--- src/rtl/core/assert_macros.svh ---
// Assertion macros shared by the line stepper RTL.
// No dependencies; every assertion is clocked on clk_i and held off during rst_ni.
`ifndef ASSERT_MACROS_SVH
`define ASSERT_MACROS_SVH

// Property checked on every rising clock edge outside reset.
`define ASSERT_CLK(label, prop, msg) \
  label: assert property (@(posedge clk_i) disable iff (!rst_ni) prop) else $error(msg);

// Implication form: the antecedent leads to the consequent in the same cycle.
`define ASSERT_IMPL(label, ante, cons, msg) \
  `ASSERT_CLK(label, (ante) |-> (cons), msg)

`endif

--- src/rtl/core/bls_pkg.sv ---
// Shared types and codes for the Bresenham line stepper.
// No dependencies; used by bls_ctrl and bresenham_line_stepper.
package bls_pkg;

  // Command codes carried in tuser of the input beat.
  localparam logic CMD_START   = 1'b0;
  localparam logic CMD_ADVANCE = 1'b1;

  typedef enum logic [4:0] {
    ST_IDLE  = 5'b00001,
    ST_SPAN  = 5'b00010,
    ST_SETUP = 5'b00100,
    ST_WALK  = 5'b01000,
    ST_DONE  = 5'b10000
  } bls_state_e;

  typedef struct packed {
    logic accept;
    logic span_en;
    logic setup_en;
    logic step_en;
    logic result_en;
  } bls_ctl_t;

endpackage

--- src/rtl/core/bls_step_unit.sv ---
// One Bresenham step: next position and next error term from the current ones.
// No dependencies; shared by every point of a walk under the sequencer.
module bls_step_unit #(
  parameter int COORD_WIDTH = 16
) (
  input  logic signed [COORD_WIDTH:0]   cur_x_i,
  input  logic signed [COORD_WIDTH:0]   cur_y_i,
  input  logic signed [COORD_WIDTH+2:0] err_i,
  input  logic signed [COORD_WIDTH+2:0] inc_straight_i,
  input  logic signed [COORD_WIDTH+2:0] inc_diagonal_i,
  input  logic                          dir_x_neg_i,
  input  logic                          dir_y_neg_i,
  input  logic                          x_major_i,
  output logic signed [COORD_WIDTH:0]   next_x_o,
  output logic signed [COORD_WIDTH:0]   next_y_o,
  output logic signed [COORD_WIDTH+2:0] next_err_o
);

  logic                        diag;
  logic                        move_x;
  logic                        move_y;
  logic signed [COORD_WIDTH:0] delta_x;
  logic signed [COORD_WIDTH:0] delta_y;

  // A non-negative error term calls for a step on the minor axis as well.
  assign diag    = ~err_i[COORD_WIDTH+2];
  assign move_x  = x_major_i | diag;
  assign move_y  = ~x_major_i | diag;
  assign delta_x = dir_x_neg_i ? '1 : (COORD_WIDTH+1)'(1);
  assign delta_y = dir_y_neg_i ? '1 : (COORD_WIDTH+1)'(1);

  assign next_x_o   = move_x ? cur_x_i + delta_x : cur_x_i;
  assign next_y_o   = move_y ? cur_y_i + delta_y : cur_y_i;
  assign next_err_o = err_i + (diag ? inc_diagonal_i : inc_straight_i);

endmodule

--- src/rtl/core/bls_ctrl.sv ---
// Sequencer: accept, span and setup (start) or walk (advance), result hand-off.
// Depends on bls_pkg for the state encoding and the control struct.
module bls_ctrl (
  input  logic               clk_i,
  input  logic               rst_ni,
  input  logic               s_valid_i,
  input  logic               cmd_i,
  input  logic               can_step_i,
  input  logic               out_free_i,
  output logic               ready_o,
  output bls_pkg::bls_ctl_t  ctl_o
);
  import bls_pkg::*;

  bls_state_e state_q, state_d;

  always_comb begin
    state_d = state_q;
    ctl_o   = '0;
    case (state_q)
      ST_IDLE: begin
        if (s_valid_i) begin
          ctl_o.accept = 1'b1;
          state_d = (cmd_i == CMD_ADVANCE) ? ST_WALK : ST_SPAN;
        end
      end
      ST_SPAN: begin
        ctl_o.span_en = 1'b1;
        state_d = ST_SETUP;
      end
      ST_SETUP: begin
        ctl_o.setup_en = 1'b1;
        state_d = ST_DONE;
      end
      ST_WALK: begin
        if (can_step_i) begin
          ctl_o.step_en = 1'b1;
        end else begin
          state_d = ST_DONE;
        end
      end
      ST_DONE: begin
        if (out_free_i) begin
          ctl_o.result_en = 1'b1;
          state_d = ST_IDLE;
        end
      end
      default: state_d = ST_IDLE;
    endcase
  end

  assign ready_o = (state_q == ST_IDLE);

  always_ff @(posedge clk_i or negedge rst_ni) begin
    if (!rst_ni) begin
      state_q <= ST_IDLE;
    end else begin
      state_q <= state_d;
    end
  end

endmodule

--- src/rtl/core/bresenham_line_stepper.sv ---
// Channel  | Dir | tdata (low bit up)                          | tuser (low bit up)
// s_axis   | in  | start_x, start_y, end_x, end_y, steps, pad  | cmd
// m_axis   | out | point_x, point_y, pad                       | complete, more_left
//
// A start beat passes through the span and setup states, then loads the output register. An
// advance of up to N points takes a step of the shared step unit per point, then sees that the
// walk is over and loads the output register. The input is ready again in the cycle after that.
// A new beat is taken while an earlier result still waits, but its own result then stalls.
// Reset leaves the block idle with no line loaded and the last point at the origin.
// Top level of the Bresenham line stepper; depends on bls_pkg, bls_ctrl, bls_step_unit
// and assert_macros.svh.
`include "assert_macros.svh"

module bresenham_line_stepper #(
  parameter int COORD_WIDTH = 16,
  parameter int STEP_WIDTH  = 8
) (
  input  logic clk_i,
  input  logic rst_ni,
  input  logic s_axis_tvalid_i,
  output logic s_axis_tready_o,
  // start_x, start_y, end_x, end_y, steps, zero padding
  input  logic [((4*COORD_WIDTH+STEP_WIDTH+7)/8)*8-1:0] s_axis_tdata_i,
  // cmd
  input  logic [0:0] s_axis_tuser_i,
  output logic m_axis_tvalid_o,
  input  logic m_axis_tready_i,
  // point_x, point_y, zero padding
  output logic [((2*COORD_WIDTH+7)/8)*8-1:0] m_axis_tdata_o,
  // complete, more_left
  output logic [1:0] m_axis_tuser_o
);
  import bls_pkg::*;

  localparam int CW       = COORD_WIDTH;
  localparam int EW       = COORD_WIDTH + 3;
  localparam int OUT_DATA = ((2*COORD_WIDTH+7)/8)*8;

  bls_ctl_t ctl;

  logic signed [CW-1:0] in_start_x, in_start_y, in_end_x, in_end_y;
  logic [STEP_WIDTH-1:0] in_steps;

  logic signed [CW:0]   cur_x_q, cur_y_q;
  logic signed [CW-1:0] end_x_q, end_y_q;
  logic [CW-1:0]        span_x_q, span_y_q;
  logic                 dir_x_neg_q, dir_y_neg_q, x_major_q;
  logic [CW-1:0]        major_q;
  logic signed [EW-1:0] err_q, inc_str_q, inc_diag_q;
  logic [CW:0]          idx_q;
  logic [STEP_WIDTH-1:0] rem_q;
  logic [CW-1:0]        last_x_q, last_y_q;
  logic                 out_valid_q;
  logic [OUT_DATA-1:0]  out_data_q;
  logic [1:0]           out_user_q;

  logic signed [CW:0]   diff_x, diff_y, abs_x, abs_y;
  logic                 setup_x_major;
  logic [CW-1:0]        lo, hi;
  logic signed [CW:0]   lo_minus_hi;
  logic signed [EW-1:0] setup_inc_str;
  logic signed [CW:0]   next_x, next_y;
  logic signed [EW-1:0] next_err;
  logic                 more_left, can_step, out_free;

  assign in_start_x = s_axis_tdata_i[CW-1:0];
  assign in_start_y = s_axis_tdata_i[2*CW-1:CW];
  assign in_end_x   = s_axis_tdata_i[3*CW-1:2*CW];
  assign in_end_y   = s_axis_tdata_i[4*CW-1:3*CW];
  assign in_steps   = s_axis_tdata_i[4*CW +: STEP_WIDTH];

  assign more_left = (idx_q <= {1'b0, major_q});
  assign can_step  = (rem_q != '0) && more_left;
  assign out_free  = ~out_valid_q | m_axis_tready_i;

  bls_ctrl u_ctrl (
    .clk_i      (clk_i),
    .rst_ni     (rst_ni),
    .s_valid_i  (s_axis_tvalid_i),
    .cmd_i      (s_axis_tuser_i[0]),
    .can_step_i (can_step),
    .out_free_i (out_free),
    .ready_o    (s_axis_tready_o),
    .ctl_o      (ctl)
  );

  bls_step_unit #(
    .COORD_WIDTH (COORD_WIDTH)
  ) u_step (
    .cur_x_i        (cur_x_q),
    .cur_y_i        (cur_y_q),
    .err_i          (err_q),
    .inc_straight_i (inc_str_q),
    .inc_diagonal_i (inc_diag_q),
    .dir_x_neg_i    (dir_x_neg_q),
    .dir_y_neg_i    (dir_y_neg_q),
    .x_major_i      (x_major_q),
    .next_x_o       (next_x),
    .next_y_o       (next_y),
    .next_err_o     (next_err)
  );

  // Span state: signed distances, directions and absolute spans.
  assign diff_x = {end_x_q[CW-1], end_x_q} - cur_x_q;
  assign diff_y = {end_y_q[CW-1], end_y_q} - cur_y_q;
  assign abs_x  = diff_x[CW] ? -diff_x : diff_x;
  assign abs_y  = diff_y[CW] ? -diff_y : diff_y;

  // Setup state: major axis, increments and the initial error term.
  assign setup_x_major = (span_x_q > span_y_q);
  assign lo            = setup_x_major ? span_y_q : span_x_q;
  assign hi            = setup_x_major ? span_x_q : span_y_q;
  assign lo_minus_hi   = $signed({1'b0, lo}) - $signed({1'b0, hi});
  assign setup_inc_str = $signed({2'b00, lo, 1'b0});

  always_ff @(posedge clk_i) begin
    if (ctl.accept) begin
      // Only a start beat carries endpoints; an advance carries on from the current point.
      if (s_axis_tuser_i[0] == CMD_START) begin
        cur_x_q <= {in_start_x[CW-1], in_start_x};
        cur_y_q <= {in_start_y[CW-1], in_start_y};
        end_x_q <= in_end_x;
        end_y_q <= in_end_y;
      end
      // A start beat asks for no points, so it always reports complete.
      rem_q   <= (s_axis_tuser_i[0] == CMD_ADVANCE) ? in_steps : '0;
    end
    if (ctl.span_en) begin
      span_x_q    <= abs_x[CW-1:0];
      span_y_q    <= abs_y[CW-1:0];
      dir_x_neg_q <= diff_x[CW] | (diff_x == '0);
      dir_y_neg_q <= diff_y[CW] | (diff_y == '0);
    end
    if (ctl.setup_en) begin
      x_major_q  <= setup_x_major;
      inc_str_q  <= setup_inc_str;
      inc_diag_q <= {lo_minus_hi[CW], lo_minus_hi, 1'b0};
      err_q      <= setup_inc_str - $signed({3'b000, hi});
    end
    if (ctl.step_en) begin
      cur_x_q <= next_x;
      cur_y_q <= next_y;
      err_q   <= next_err;
      rem_q   <= rem_q - 1'b1;
    end
    if (ctl.result_en) begin
      out_data_q <= OUT_DATA'({last_y_q, last_x_q});
      out_user_q <= {more_left, (rem_q == '0)};
    end
  end

  always_ff @(posedge clk_i or negedge rst_ni) begin
    if (!rst_ni) begin
      idx_q       <= (CW+1)'(1);
      major_q     <= '0;
      last_x_q    <= '0;
      last_y_q    <= '0;
      out_valid_q <= 1'b0;
    end else begin
      if (ctl.setup_en) begin
        idx_q   <= '0;
        major_q <= hi;
      end else if (ctl.step_en) begin
        idx_q <= idx_q + 1'b1;
      end
      if (ctl.step_en) begin
        last_x_q <= cur_x_q[CW-1:0];
        last_y_q <= cur_y_q[CW-1:0];
      end
      out_valid_q <= ctl.result_en | (out_valid_q & ~m_axis_tready_i);
    end
  end

  assign m_axis_tvalid_o = out_valid_q;
  assign m_axis_tdata_o  = out_data_q;
  assign m_axis_tuser_o  = out_user_q;

  `ASSERT_IMPL(a_result_into_free_slot, ctl.result_en, !out_valid_q || m_axis_tready_i, "result overwrote a pending beat")
  `ASSERT_CLK(a_index_bounded, idx_q <= ({1'b0, major_q} + 1'b1), "point index ran past the line end")
  `ASSERT_CLK(a_step_counts_down, ctl.step_en |=> rem_q == $past(rem_q) - 1'b1, "step count not consumed")

endmodule
--- config.mk ---
export PLATFORM = sky130hd
export DESIGN_NAME = bresenham_line_stepper
export DESIGN_NICKNAME = d
export VERILOG_FILES = /design/src/rtl/core/bls_pkg.sv /design/src/rtl/core/bls_step_unit.sv /design/src/rtl/core/bls_ctrl.sv /design/src/rtl/core/bresenham_line_stepper.sv
export VERILOG_INCLUDE_DIRS = /design/src /design/src/rtl/core
export SDC_FILE = /design/constraint.sdc
export NUM_CORES = 1
export LEC_CHECK = 0
export BUFFER_PORTS_ARGS = -buffer_cell sky130_fd_sc_hd__buf_2
export CAP_MARGIN = 20
export CORE_UTILIZATION = 60
export DETAILED_ROUTE_END_ITERATION = 12
export MAX_ROUTING_LAYER = met4
export PLACE_DENSITY = 0.79
export SKIP_CTS_REPAIR_TIMING = 1
export SLEW_MARGIN = 20
export SYNTH_ARGS = -nofsm -noshare
export SYNTH_HDL_FRONTEND = slang
export SYNTH_SLANG_ARGS = --single-unit
--- constraint.sdc ---
create_clock -name clk_i -period 15.8 [get_ports clk_i]
set_clock_uncertainty 0.1 [all_clocks]
set_input_delay 3.16 -clock clk_i [delete_from_list [all_inputs] [get_ports clk_i]]
set_output_delay 3.16 -clock clk_i [all_outputs]
set_load 0.05 [all_outputs]
==> impl_metrics.toml <==
[drt]
routed_wl_um = 40100
drt-initial-drc-count = 914
drc = 0
wl_per_cell_um = 18.3
postRouteAntennaNets = 0
vias = 12900
viasPerCell = 5.90
first_pass_iters = 5

[logic_synthesis]
synth_edf_count = 194
synth_top_area_cell = "edfxtp_1"
async_reset_ff_share_pct = 26.8
synth_top_area_share_pct = 34.8
syn_area_um2 = 16800
synthFlopType = "edfxtp_1"
syn-instance-count = 1700
yosys_warnings = 0
ys_seq_elements = 265
yosysUniqueCellTypes = 95
yosysSeqAreaShare_pct = 45.4
syn_avg_cell_area_um2 = 9.86
synthTopCellsByArea = "edfxtp_1 (35%), dfrtp_1 (10%), ha_1 (9.6%), o21ai_0 (4.7%), nand2_1 (4.2%)"
synth_fp_nets = 1911

[timing]
clock.fmax_mhz = 149
worst_slew_pin_slew_ns = 1.02
finalHoldWorstSlack_ns = 0.340
fin_crit_ns = 6.72
rsz0062_at_grt = "false"
fin_crit_sh_pct = 42.5
final_max_slew_viol_count = 0
setup_viol = 0
finalHoldViolCount = 0
finalSetupTns_ns = 0
max_slew_margin_pct = 31.3

[floorplan]
chipWidth_um = 169
dieArea_um2 = 28600
ios = 113
core_um2 = 27200
fp.dieH_um = 169
core.rowCount = 60
start_util_pct = 61.7

[layout]
final_common_cell = "edfxtp_1"
layout_common_cells = "edfxtp_1 (194), nand2_1 (187), o21ai_0 (159), ha_1 (128), inv_1 (120)"
area_growth_pct = 11.7
regArea_um2 = 7600
drive_gt1_share_pct = 12.3
multiInputGateArea_um2 = 8490
layout.nets = 2008
nFillCells = 2074
design_area_um2 = 18700

[global_route]
grt_pass1_vias = 12800
antenna_found_initial = 2
grt_pass1_wl_um = 64700
grt_max_degree = 96
overflow = 0
grtUsageTotal_pct = 29.4

[worst_hold_path]
hold_class = "reg -> reg"
holdPathEnd = "m_axis_tdata_o[6]$_DFFE_PP_"
whs_path_depth = 0
worst_hold_startpoint = "last_x_q[6]$_DFFE_PN0P_"

[clocking]
clk_latency_ns = 0.57
clock_sinks = 265
h-tree-depth = 1
cts_root_buf = "clkbuf_16"
path_clk_slew_ns = 0.06
numCtsBuffers = 29
cts_buffer_depth = 3
cts_tree = "built"

[worst_setup_path]
crit_chain = "inv_1 -> ha_1 -> a21oi_1 -> o21ai_0 -> a221oi_2 -> nand3_1 -> nand2_2 -> inv_2 -> a21oi_1 -> inv_1 -> fa_1 -> nor2b_1 -> o21ai_0 -> a21boi_0 -> o21a_1 -> o21ai_0 -> a221oi_1 -> o22ai_2 -> o211ai_1 -> a21oi_1 -> xor2_1 -> o21ai_0"
crit_path_start_kind = "flop"
crit_fanout = 42
crit_top_cell = "o21ai_0"
worst_ep_arrival_time_ns = 6.91
regToRegStartpoint = "span_y_q[5]$_DFFE_PP_"
path_buf_inv = 3
endpoint_kind = "flop"
crit_type = "reg -> reg"
crit_family = "compound AO/OA/AOI/OAI gates"
ff2ff_path_depth = 22
max_stage_delay_ns = 0.82
rr_endpoint = "err_q[14]$_DFFE_PP_"
reg2reg_slack_ns = 9.08
worstSetupStartpoint = "span_y_q[5]$_DFFE_PP_"
crit_path_top_delay_cell = "nand2_2"
required_ns = 15.99

[placed_design]
portBuffers = 112
dpl.hpwl_um = 28800
placed_area_um2 = 17700
gp_congestion = 0.931

[power_and_ir_drop]
powerDensity_nw_per_um2 = 190
irDropWorstVdd_mv = 0.124
p_leak_uw = 0.00799

[run]
maxCapViolCount = 0

[run_status]
status = "complete, no violations"
[cell families (layout without fill, tap and decap cells)]
logic type      Yosys count  count (layout)  share of synthesized area (%)
simple gates            506             506                           14.2
other cells               0               2                              0
compound gates          450             450                           17.0
flops                   265             265                           45.4
xor+xnor                139             139                           7.26
fa+ha+maj               136             136                           10.4
mux                      23              23                           1.51
buf+inv                 181             301                           4.31
[flip-flops by register name, indices dropped and copies added, names as in the netlist, 2 cells and up]
name,flops
m_axis_tdata_o,32
err_q,18
cur_x_q,17
cur_y_q,17
idx_q,17
inc_diag_q,17
end_x_q,16
end_y_q,16
inc_str_q,16
last_x_q,16
last_y_q,16
major_q,16
span_x_q,16
span_y_q,16
rem_q,8
u_ctrl.state_q,5
m_axis_tuser_o,2
[how the worst max path moves through the flow]
stage,endpoint,slack (ns),cells after the start
after floorplan,cur_y_q[0]$_DFFE_PP_,9.54,4
after global placement,err_q[16]$_DFFE_PP_,9.39,22
after detailed placement,err_q[14]$_DFFE_PP_,9.22,22
after CTS,err_q[14]$_DFFE_PP_,9.19,22
after global routing,err_q[16]$_DFFE_PP_,8.55,22
final,err_q[14]$_DFFE_PP_,9.08,22
[cell usage after synthesis (all sizes together), types with 15 or more instances]
cell,instances
mux2,18
edfxtp,194
o21ai,167
buf,17
xor2,66
inv,121
ha,128
nand3,50
nor2b,20
xnor2,73
nor2,116
nand2,188
nand4,15
a31oi,18
nand2b,16
a21o,39
a21oi,97
clkbuf,42
dfrtp,69
o31ai,16
nor3,41
[layer usage]
layer	part of all wire [%]	vias to the layer above	wire, um	GRT usage, %
met3	5.4	84	2150	3.38
met5	0	-	0	-
met1	44	6157	17600	38.2
li1	-	6343	-	-
met2	47	362	18900	48.2
met4	3.6	0	1440	9.83
[per-stage QoR]
step / util (%) / setup WS (ns) / total power, uW / cells
3_3_place_gp: 64.9 / 9.39 / 2750 / 2137
3_5_place_dp: 65.0 / 9.22 / 2810 / 2137
5_1_grt: 68.9 / 8.55 / 3790 / 2194
4_1_cts: 68.7 / 9.19 / 3550 / 2191
6_report: 68.9 / 9.08 / 3560 / 2194
2_1_floorplan: - / 9.54 / 2380 / 1700
[worst reg2reg max path, cell delays in order, from the launching register on]
cell and delay, ns:
edfxtp_1 0.55, inv_1 0.14, ha_1 0.40, a21oi_1 0.18, o21ai_0 0.16, a221oi_2 0.27
nand3_1 0.50, nand2_2 0.82, inv_2 0.50, a21oi_1 0.39, inv_1 0.11, fa_1 0.44
nor2b_1 0.12, o21ai_0 0.10, a21boi_0 0.27, o21a_1 0.22, o21ai_0 0.09, a221oi_1 0.30
o22ai_2 0.21, o211ai_1 0.24, a21oi_1 0.11, xor2_1 0.14, o21ai_0 0.08
[cell type report]
| class | count | share of cell area, % |
|---|---|---|
| antenna | 2 | 0.0267 |
| clock buffer | 37 | 4.14 |
| clock inverter | 17 | 1.26 |
| inverter | 122 | 2.45 |
| multi-input combinational | 1254 | 45.3 |
| sequential | 265 | 40.6 |
| tap | 372 | 2.49 |
| timing repair buffer | 125 | 3.66 |
[power breakdown]
group	internal, uW	switching, uW
Sequential	1020	94.0
Clock	443	287
Combinational	646	1070
Total	2110	1450
(Power assumes the default switching activity.)
